## src/design/ole_pkg.sv

```systemverilog
// Shared constants and types for the ordered list engine.
package ole_pkg;

   localparam int CAPACITY = 16;
   localparam int DATA_W   = 32;
   localparam int IDX_W    = $clog2(CAPACITY);
   localparam int CNT_W    = $clog2(CAPACITY + 1);

   localparam int REQ_W    = 3;
   localparam int POS_W    = 5;
   localparam int VALUE_W  = 32;
   localparam int STATUS_W = 2;
   localparam int FIDX_W   = 4;
   localparam int LEN_W    = 5;

   localparam logic [REQ_W-1:0] REQ_CLEAR  = 3'd0;
   localparam logic [REQ_W-1:0] REQ_INSERT = 3'd1;
   localparam logic [REQ_W-1:0] REQ_REMOVE = 3'd2;
   localparam logic [REQ_W-1:0] REQ_SEARCH = 3'd3;
   localparam logic [REQ_W-1:0] REQ_READ   = 3'd4;

   localparam logic [STATUS_W-1:0] ST_OK       = 2'd0;
   localparam logic [STATUS_W-1:0] ST_BOUND    = 2'd1;
   localparam logic [STATUS_W-1:0] ST_FULL     = 2'd2;
   localparam logic [STATUS_W-1:0] ST_NOTFOUND = 2'd3;

   typedef enum logic [6:0] {
      S_IDLE     = 7'b0000001,
      S_SHIFT_UP = 7'b0000010,
      S_INS_PUT  = 7'b0000100,
      S_SHIFT_DN = 7'b0001000,
      S_SEARCH   = 7'b0010000,
      S_READ     = 7'b0100000,
      S_DONE     = 7'b1000000
   } state_type;

   typedef struct packed {
      logic [STATUS_W-1:0]       status;
      logic signed [VALUE_W-1:0] read_value;
      logic [FIDX_W-1:0]         found_index;
      logic [LEN_W-1:0]          list_length;
   } result_type;

endpackage

```

## src/design/ordered_list_engine_unit.sv

```systemverilog
// Ordered list engine: list kept in a registered-read RAM, shifted one entry per cycle.
// Clear, rejected and unknown requests and tail insert/remove go straight to S_DONE;
// read passes S_READ; search walks entries from 0 up to a match or the tail in S_SEARCH;
// insert shifts entries up (S_SHIFT_UP), then writes (S_INS_PUT); remove shifts down.
// One transaction at a time: the RAM walk sets the rate; req_stall is high while busy.
// Synchronous reset empties the list and clears control; RAM contents are not cleared.
module ordered_list_engine_unit import ole_pkg::*; (
   input  logic                       clock,
   input  logic                       reset,
   input  logic                       req_valid,
   output logic                       req_stall,
   input  logic [REQ_W-1:0]           req_type,
   input  logic [POS_W-1:0]           req_position,
   input  logic signed [VALUE_W-1:0]  req_value,
   output logic                       rsp_valid,
   input  logic                       rsp_stall,
   output logic [STATUS_W-1:0]        rsp_status,
   output logic signed [VALUE_W-1:0]  rsp_read_value,
   output logic [FIDX_W-1:0]          rsp_found_index,
   output logic [LEN_W-1:0]           rsp_list_length
);

   logic [DATA_W-1:0] entry_mem [CAPACITY];

   state_type           state_ff, state_in;
   logic [CNT_W-1:0]    count_ff, count_in;
   logic [IDX_W-1:0]    k_ff, k_in;
   logic [IDX_W-1:0]    pos_ff, pos_in;
   logic [DATA_W-1:0]   val_ff, val_in;
   logic [STATUS_W-1:0] status_ff, status_in;
   logic [DATA_W-1:0]   rdv_ff, rdv_in;
   logic [IDX_W-1:0]    idx_ff, idx_in;
   logic [DATA_W-1:0]   rd_data_ff;

   logic                rd_en;
   logic [IDX_W-1:0]    rd_addr;
   logic                wr_en;
   logic [IDX_W-1:0]    wr_addr;
   logic [DATA_W-1:0]   wr_data;

   logic [CNT_W-1:0]    count_m1;
   logic [IDX_W-1:0]    cnt_last;
   logic [IDX_W-1:0]    req_pos;
   logic [31:0]         pos_w;
   logic [31:0]         cnt_w;
   logic                res_load;
   logic                rsp_free;
   result_type          result;

   assign count_m1  = count_ff - CNT_W'(1);
   assign cnt_last  = count_m1[IDX_W-1:0];
   assign req_pos   = req_position[IDX_W-1:0];
   assign pos_w     = 32'(req_position);
   assign cnt_w     = 32'(count_ff);
   assign req_stall = (state_ff != S_IDLE);

   always_comb begin
      state_in  = state_ff;
      count_in  = count_ff;
      k_in      = k_ff;
      pos_in    = pos_ff;
      val_in    = val_ff;
      status_in = status_ff;
      rdv_in    = rdv_ff;
      idx_in    = idx_ff;
      rd_en     = 1'b0;
      rd_addr   = k_ff;
      wr_en     = 1'b0;
      wr_addr   = k_ff;
      wr_data   = rd_data_ff;
      res_load  = 1'b0;
      case (state_ff)
         S_IDLE: begin
            if (req_valid) begin
               pos_in    = req_pos;
               val_in    = DATA_W'(req_value);
               status_in = ST_OK;
               rdv_in    = '0;
               idx_in    = '0;
               state_in  = S_DONE;
               case (req_type)
                  REQ_CLEAR: begin
                     count_in = '0;
                  end
                  REQ_INSERT: begin
                     if (pos_w > cnt_w) begin
                        status_in = ST_BOUND;
                     end else if (cnt_w == 32'(CAPACITY)) begin
                        status_in = ST_FULL;
                     end else if (pos_w == cnt_w) begin
                        wr_en    = 1'b1;
                        wr_addr  = req_pos;
                        wr_data  = DATA_W'(req_value);
                        count_in = count_ff + CNT_W'(1);
                     end else begin
                        rd_en    = 1'b1;
                        rd_addr  = cnt_last;
                        k_in     = cnt_last;
                        state_in = S_SHIFT_UP;
                     end
                  end
                  REQ_REMOVE: begin
                     if (pos_w >= cnt_w) begin
                        status_in = ST_BOUND;
                     end else if (req_pos == cnt_last) begin
                        count_in = count_m1;
                     end else begin
                        rd_en    = 1'b1;
                        rd_addr  = req_pos + IDX_W'(1);
                        k_in     = req_pos + IDX_W'(1);
                        state_in = S_SHIFT_DN;
                     end
                  end
                  REQ_SEARCH: begin
                     if (count_ff == '0) begin
                        status_in = ST_NOTFOUND;
                     end else begin
                        rd_en    = 1'b1;
                        rd_addr  = '0;
                        k_in     = '0;
                        state_in = S_SEARCH;
                     end
                  end
                  REQ_READ: begin
                     if (pos_w >= cnt_w) begin
                        status_in = ST_BOUND;
                     end else begin
                        rd_en    = 1'b1;
                        rd_addr  = req_pos;
                        state_in = S_READ;
                     end
                  end
                  default: begin
                  end
               endcase
            end
         end
         S_SHIFT_UP: begin
            // read k-1 while writing k+1: never the same entry
            wr_en   = 1'b1;
            wr_addr = k_ff + IDX_W'(1);
            if (k_ff == pos_ff) begin
               state_in = S_INS_PUT;
            end else begin
               rd_en   = 1'b1;
               rd_addr = k_ff - IDX_W'(1);
               k_in    = k_ff - IDX_W'(1);
            end
         end
         S_INS_PUT: begin
            wr_en    = 1'b1;
            wr_addr  = pos_ff;
            wr_data  = val_ff;
            count_in = count_ff + CNT_W'(1);
            state_in = S_DONE;
         end
         S_SHIFT_DN: begin
            wr_en   = 1'b1;
            wr_addr = k_ff - IDX_W'(1);
            if (k_ff == cnt_last) begin
               count_in = count_m1;
               state_in = S_DONE;
            end else begin
               rd_en   = 1'b1;
               rd_addr = k_ff + IDX_W'(1);
               k_in    = k_ff + IDX_W'(1);
            end
         end
         S_SEARCH: begin
            if (rd_data_ff == val_ff) begin
               idx_in   = k_ff;
               state_in = S_DONE;
            end else if (k_ff == cnt_last) begin
               status_in = ST_NOTFOUND;
               state_in  = S_DONE;
            end else begin
               rd_en   = 1'b1;
               rd_addr = k_ff + IDX_W'(1);
               k_in    = k_ff + IDX_W'(1);
            end
         end
         S_READ: begin
            rdv_in   = rd_data_ff;
            state_in = S_DONE;
         end
         S_DONE: begin
            res_load = 1'b1;
            if (rsp_free) begin
               state_in = S_IDLE;
            end
         end
         default: begin
            state_in = S_IDLE;
         end
      endcase
   end

   always_ff @(posedge clock) begin
      if (reset) begin
         state_ff <= S_IDLE;
         count_ff <= '0;
      end else begin
         state_ff <= state_in;
         count_ff <= count_in;
      end
   end

   always_ff @(posedge clock) begin
      k_ff      <= k_in;
      pos_ff    <= pos_in;
      val_ff    <= val_in;
      status_ff <= status_in;
      rdv_ff    <= rdv_in;
      idx_ff    <= idx_in;
   end

   always_ff @(posedge clock) begin
      if (wr_en) begin
         entry_mem[wr_addr] <= wr_data;
      end
      if (rd_en) begin
         rd_data_ff <= entry_mem[rd_addr];
      end
   end

   always_comb begin
      result.status      = status_ff;
      result.read_value  = VALUE_W'(rdv_ff);
      result.found_index = FIDX_W'(idx_ff);
      result.list_length = LEN_W'(count_ff);
   end

   ole_rsp_reg u_rsp_reg (
      .clock           (clock),
      .reset           (reset),
      .load            (res_load),
      .result          (result),
      .free            (rsp_free),
      .rsp_valid       (rsp_valid),
      .rsp_stall       (rsp_stall),
      .rsp_status      (rsp_status),
      .rsp_read_value  (rsp_read_value),
      .rsp_found_index (rsp_found_index),
      .rsp_list_length (rsp_list_length)
   );

   a_count_bound: assert property (@(posedge clock) disable iff (reset)
      count_ff <= CNT_W'(CAPACITY))
      else $error("list length above capacity");

   a_rsp_from_done: assert property (@(posedge clock) disable iff (reset)
      $rose(rsp_valid) |-> $past(state_ff == S_DONE))
      else $error("response without a finished operation");

   a_count_step: assert property (@(posedge clock) disable iff (reset)
      (count_ff != $past(count_ff)) |->
         (count_ff == $past(count_ff) + CNT_W'(1) ||
          count_ff == $past(count_ff) - CNT_W'(1) || count_ff == '0))
      else $error("list length jumped");

   a_walk_in_range: assert property (@(posedge clock) disable iff (reset)
      (state_ff == S_SEARCH || state_ff == S_SHIFT_DN) |-> (CNT_W'(k_ff) < count_ff))
      else $error("walk cursor past list end");

endmodule

```

## src/design/ole_rsp_reg.sv

```systemverilog
// Response output register: holds one finished transaction until it is taken.
module ole_rsp_reg import ole_pkg::*; (
   input  logic                       clock,
   input  logic                       reset,
   input  logic                       load,
   input  result_type                 result,
   output logic                       free,
   output logic                       rsp_valid,
   input  logic                       rsp_stall,
   output logic [STATUS_W-1:0]        rsp_status,
   output logic signed [VALUE_W-1:0]  rsp_read_value,
   output logic [FIDX_W-1:0]          rsp_found_index,
   output logic [LEN_W-1:0]           rsp_list_length
);

   logic       valid_ff;
   logic       valid_in;
   result_type data_ff;
   result_type data_in;

   assign free = !valid_ff || !rsp_stall;

   always_comb begin
      valid_in = valid_ff;
      data_in  = data_ff;
      if (load && free) begin
         valid_in = 1'b1;
         data_in  = result;
      end else if (!rsp_stall) begin
         valid_in = 1'b0;
      end
   end

   always_ff @(posedge clock) begin
      if (reset) begin
         valid_ff <= 1'b0;
      end else begin
         valid_ff <= valid_in;
      end
   end

   always_ff @(posedge clock) begin
      data_ff <= data_in;
   end

   assign rsp_valid       = valid_ff;
   assign rsp_status      = data_ff.status;
   assign rsp_read_value  = data_ff.read_value;
   assign rsp_found_index = data_ff.found_index;
   assign rsp_list_length = data_ff.list_length;

endmodule

```

## config.mk

```make
export PLATFORM = sky130hd
export DESIGN_NAME = ordered_list_engine_unit
export DESIGN_NICKNAME = d
export VERILOG_FILES = /design/src/design/ole_pkg.sv /design/src/design/ordered_list_engine_unit.sv /design/src/design/ole_rsp_reg.sv
export SDC_FILE = /design/constraint.sdc
export NUM_CORES = 1
export LEC_CHECK = 0
export BUFFER_PORTS_ARGS = -buffer_cell sky130_fd_sc_hd__buf_2
export CAP_MARGIN = 10
export CORE_MARGIN = 2
export CORE_UTILIZATION = 67
export DETAILED_ROUTE_END_ITERATION = 8
export PLACE_DENSITY = 0.85
export SLEW_MARGIN = 20
export SYNTH_ARGS = -nofsm -noshare
export SYNTH_HDL_FRONTEND = slang
export SYNTH_SLANG_ARGS = --single-unit
export TNS_END_PERCENT = 5
```

## constraint.sdc

```tcl
create_clock -name clock -period 8.3 [get_ports clock]
set_input_delay 1.66 -clock clock [delete_from_list [all_inputs] [get_ports clock]]
set_output_delay 1.66 -clock clock [all_outputs]
set_load 0.01 [all_outputs]
```

# Word level (Yosys, flattened, before mapping)
# Memories as Yosys holds them, arrays and structs flattened. A register that Yosys moved wholly into a read port is not among the register bits.
# Index checks and enable logic that the tools add are counted.
# word_totals
ff_bits	134
ramBits	512
in_bits	44
out_inout_bits	45
wordCells	163
mem_count	1
# memory_table
memory	words	word_bits	read_ports	rd_clocked_by_memory_dff	wr	line_no	rtl
entry_mem	16	32	1	1	1	ordered_list_engine_unit.sv:23	logic [DATA_W-1:0] entry_mem [CAPACITY];
# classes
addsub	5
magnitude_cmp	2
n_eq_ne	33
mux	89
n_reduce_logical	20
# ops
op	n
$mux 32	6
$pmux 32 s2	2
$mux 7	12
$mux 4	19
$pmux 4 s4	4
$pmux 7 s6	1
$mux 5	7
$eq 32x32->1	1
$pmux 5 s3	2
$pmux 7 s4	1
$mux 1	22
$ne 3x3->1 const B	5
$eq 4x4->1	3
$mux 2	6
$ne 2x2->1 const B	6
$pmux 4 s3	1
$reduce_and 3->1	3
$reduce_and 9->1	1
$add 4x1->4 const B	2
$ne 4x1->1 const B	2
$pmux 1 s4	2
$pmux 4 s2	1
$eq 7x1->1 const B	1
$eq 7x2->1 const B	1
32 further kinds	38

# Depth between registers and ports, before layout
# depth
ltp_word	9
depth_mapped	17

# By module
# From an unflattened synthesis, not the netlist that was laid out.
# hier_totals
cells_unflattened	1703
area_unflattened_um2	27737.9
# modules_own_cells
mod	instances	cells_per_inst	area_per_inst_um2
ordered_list_engine_unit	1	1655	26407.8
ole_rsp_reg	1	48	1330.0

# Worst setup path after synthesis
# OpenSTA, ideal clock, no wires.
# synth_path
kind	input port to flip-flop
start	input port req_type[0]
end	memory entry_mem[8][0] (enable)
t_arrival_ns	4.919
required_ns	7.879
setup_slack_ns	2.960
cell_stages	9
n_path_buf	1
cell_sequence	clkbuf_1 or3b_2 nor3_1 nor4_1 o21ai_0 o21ai_0 a221oi_1 nand2_1 nor2_1
# synth_via
elab_chain_cells	6
word_cells_on_any_way	9
# synth_lines
element	line_no	rtl
start, declared	ordered_list_engine_unit.sv:12	input logic [REQ_W-1:0] req_type,
$eq 3x1->1 *	ordered_list_engine_unit.sv:81	case (req_type)
$mux 1	ordered_list_engine_unit.sv:81	
$mux 1	ordered_list_engine_unit.sv:74	if (req_valid) begin
$pmux 1 s2	ordered_list_engine_unit.sv:72	case (state_ff)
$mux 1	ordered_list_engine_unit.sv:218	if (wr_en) begin
$mux 1 (not written as such)	ordered_list_engine_unit.sv:219	entry_mem[wr_addr] <= wr_data;
end, declared	ordered_list_engine_unit.sv:23	
# Mark *: on every way between the ends. The rest lies on a longest branch, timed or not.

# Final worst setup path
# layout_path
start	input port req_position[0]
end	register rd_data_ff[8], read port of entry_mem (data pin)
# layout_via
elab_chain_cells	7
word_cells_on_any_way	23
# layout_lines
element	line_no	rtl
start, declared	ordered_list_engine_unit.sv:13	input logic [POS_W-1:0] req_position,
parallel branches: the longest is 7 deep, another holds $add 4x1->4	-	
end, declared	ordered_list_engine_unit.sv:33	logic [DATA_W-1:0] rd_data_ff;
# Parallel ways; which one is timed is not known.
# A chain may end at the register's enable or synchronous reset.

==> flow_summary.yaml <==
yosys:
  yosysUniqueCellTypes: 74
  synth-seq-cells: 678
  syn-cell-area_um2: 28700
  yosys_most_used_dff: "sky130_fd_sc_hd__edfxtp_1"
  synth_enable_flop_cells: 665
  syn_area_per_cell_um2: 16.1
  async_flop_share_pct: 0
  ys_seq_area_share_pct: 70.6
  synth_warnings: 0
  synthCells: 1777
  synth_nets: 1832
route:
  routed_wire_length_per_instance_um: 27.8
  ratio_of_routed_vias_to_standard_cells: 6.69
  dr_total_vias: 16503
  sum_of_routed_wire_length_over_all_layers_um: 68600
  first_pass_iteration_count_of_the_detailed_router: 5
  number_of_drc_violations_after_detailed_routing_iteration_0: 2492
  route.detailed.drc: 0
  ant_nets: 0
floorplan:
  die_x_um: 211
  die_y_um: 211
  initial_core_util_pct: 68.2
  fp.dieArea_um2: 44400
  row_count: 75
  floorplan.core_area_um2: 42000
  top_level_ports: 89
critical_path:
  timing_worst_setup_path_type: "input port to register"
  cpLargestDelayFamily: "simple AND/OR/NAND/NOR gates"
  crit_path_max_incr_delay_ns: 0.71
  crit_path_top_delay_cell: "sky130_fd_sc_hd__or3_4"
  setup.worst_path.start_class: "input port"
  cp_data_required_time_ns: 8.62
  crit_buf_inv: 3
  worstSetupEndpointType: "register"
  cp_max_fo: 76
  worst_endpoint_data_arrival_time_ns: 5.67
  critical_path.most_common_cell: "sky130_fd_sc_hd__mux2i_1"
  crit_path_cell_trace: "buf_2 > inv_1 > ha_1 > nor2b_1 > o221ai_1 > a211oi_2 > nand2_1 > a31oi_1 > or3_4 > buf_12 > mux2i_1 > mux2i_1 > mux2i_1 > mux2i_1"
cts:
  clock_latency_ns: 0.61
  cts-buffers-inserted: 68
  cts_hold_buffers: 0
  clockRootBuffer: "sky130_fd_sc_hd__clkbuf_16"
  tritoncts: "yes"
  cts_post_setup_buffers_inserted: 0
  cts_num_sinks: 678
  cts_htree_levels: 3
  path_clk_slew_ns: 0.06
  cts_buffer_depth: 3
  cts_resized: 0
sta:
  fmaxAchievable_mhz: 187
  slew_headroom_pct: 24.0
  final.period_utilization_pct: 64.5
  slew_viol_final: 0
  period_needed_ns: 5.35
  timing.final.ws_setup_ns: 2.95
  worst_pin_slew_ns: 1.14
  finalHoldViolCount: 0
  clock_skew_ns: 0.0338
  fin_setup_tns_ns: 0
  endpoints_failing_setup: 0
  grt_setup_unrepaired: "false"
min_path:
  hp-class: "register to register"
cells_and_area:
  final_net_count: 1935
  drive_gt1_share_pct: 14.3
  syn_to_layout_area_delta_pct: 11.7
  antenna_fix_cells: 0
  final_common_cell: "sky130_fd_sc_hd__edfxtp_1"
  mostFrequentLayoutCells: "sky130_fd_sc_hd__edfxtp_1 (665), sky130_fd_sc_hd__mux2i_1 (427), sky130_fd_sc_hd__nand2_1 (108)"
  layout.filler_cells: 2335
global_route:
  globalRoute.totalOverflow: 0
  via_count_of_the_first_global_routing_pass: 16337
  grt_antenna_before_repair: 2
  globalRouteTotalUtil_pct: 31.5
  grt_pass1_wl_um: 102000
  grt_max_degree: 94
placed_design:
  place_worst_setup_slack_ns: 2.14
  io_buffers: 88
  routabilityCongestion: 0.914
  dp_hpwl_um: 39900
status:
  run_status: "finished clean"
job:
  max-cap-violations: 0
power:
  totalPowerFinal_mw: 9.22
  power.leakage_nw: 11.4
  power_density_nw_per_um2: 288
  peak_ir_drop_on_the_vdd_network_v: 0.000206
-- cell type report --
cell class                 count  area (µm²)  share of cell area (%)
inverter                      20        75.1                   0.235
clock inverter                41         393                    1.23
clock buffer                  78        1780                    5.57
timing repair buffer         122         786                    2.46
multi-input combinational    990        8070                    25.2
sequential                   678       20200                    63.2
tap                          539         674                    2.11
-- final timing paths --
check | start | end | slack [ns] | depth (start not counted)
setup / recovery | req_position[0] | rd_data_ff[8] | 2.95 | 14
hold reg to reg | rdv_ff[17] | u_rsp_reg.rsp_read_value[17] | 0.42 | 0
hold / removal | rdv_ff[17] | u_rsp_reg.rsp_read_value[17] | 0.42 | 0
setup reg to reg | rd_data_ff[22] | rd_data_ff[7] | 3.10 | 10
-- kinds of logic (layout without fill, tap and decap cells) --
kind of cell               count (synthesis)  in the layout  share of synthesized area [%]
adders and majority gates                 11             11                          0.480
muxes                                    443            443                           15.5
buffers and inverters                    109            261                           1.91
AOI/OAI and AO/OA                        191            191                           4.70
and+or+nand+nor                          294            294                           5.03
DFF                                      678            678                           70.6
xor gates and xnor gates                  51             51                           1.75
-- synthesized netlist by cell type (12+ instances only) --
cell	n	area (µm²)
sky130_fd_sc_hd__nand3_1	18	90.1
sky130_fd_sc_hd__edfxtp_1	665	20000
sky130_fd_sc_hd__inv_1	18	67.6
sky130_fd_sc_hd__a22oi_1	37	278
sky130_fd_sc_hd__nor3_1	19	95.1
sky130_fd_sc_hd__buf_4	19	143
sky130_fd_sc_hd__o21ai_0	24	120
sky130_fd_sc_hd__mux2i_1	427	4270
sky130_fd_sc_hd__and2_1	37	231
sky130_fd_sc_hd__buf_2	34	170
sky130_fd_sc_hd__xnor2_1	43	377
sky130_fd_sc_hd__a21oi_1	38	190
sky130_fd_sc_hd__nand4_1	12	75.1
sky130_fd_sc_hd__nand2_1	108	405
sky130_fd_sc_hd__clkbuf_1	31	116
sky130_fd_sc_hd__mux2_2	15	169
sky130_fd_sc_hd__a221oi_1	15	131
sky130_fd_sc_hd__nor2_1	53	199
sky130_fd_sc_hd__dfxtp_1	13	260
-- worst reg2reg max path: stages (launching register included) --
cell and delay (ns):
sky130_fd_sc_hd__edfxtp_1 0.44, sky130_fd_sc_hd__xnor2_1 0.45, sky130_fd_sc_hd__nand4_1 0.33, sky130_fd_sc_hd__nor4_2 0.80
sky130_fd_sc_hd__and2_1 0.30, sky130_fd_sc_hd__o21ai_0 0.14, sky130_fd_sc_hd__a22oi_1 0.75, sky130_fd_sc_hd__or2_2 0.80
sky130_fd_sc_hd__nand2b_1 0.47, sky130_fd_sc_hd__o221ai_1 0.36, sky130_fd_sc_hd__a21oi_1 0.11
-- state kept, by name, summed over array words and instances (netlist names) --
name                       cells
entry_mem                    512
rd_data_ff                    32
rdv_ff                        32
u_rsp_reg.rsp_read_value      32
val_ff                        32
state_ff                       7
count_ff                       5
u_rsp_reg.rsp_list_length      5
idx_ff                         4
k_ff                           4
pos_ff                         4
u_rsp_reg.rsp_found_index      4
status_ff                      2
u_rsp_reg.rsp_status           2
u_rsp_reg.rsp_valid            1
-- through the flow --
stage	util [%]	instances	instance area, µm²	hold WS (ns)
2_1_floorplan	-	1777	28700	0.400
6_report	76.1	2468	32000	0.416
3_5_place_dp	70.8	2346	29800	0.405
3_3_place_gp	70.8	2346	29800	0.401
5_1_grt	76.1	2468	32000	0.420
4_1_cts	76.0	2465	31900	0.415
-- where the power goes --
part	internal, mW	leakage, nW	switching (mW)
clock network	1.73	1.04	1.27
logic	0.869	4.23	1.28
registers	3.97	6.16	0.0871
total	6.57	11.4	2.64
-- layer usage --
| metal | up-vias | GRT usage [%] | wire length [µm] |
|---|---|---|---|
| li1 | 7133 | - | - |
| met1 | 8172 | 43.1 | 26400 |
| met2 | 981 | 50.3 | 32800 |
| met3 | 217 | 6.11 | 6420 |
| met4 | 0 | 13.6 | 2970 |
| met5 | - | 0 | 0 |
Power figures use the tool's default switching activity.
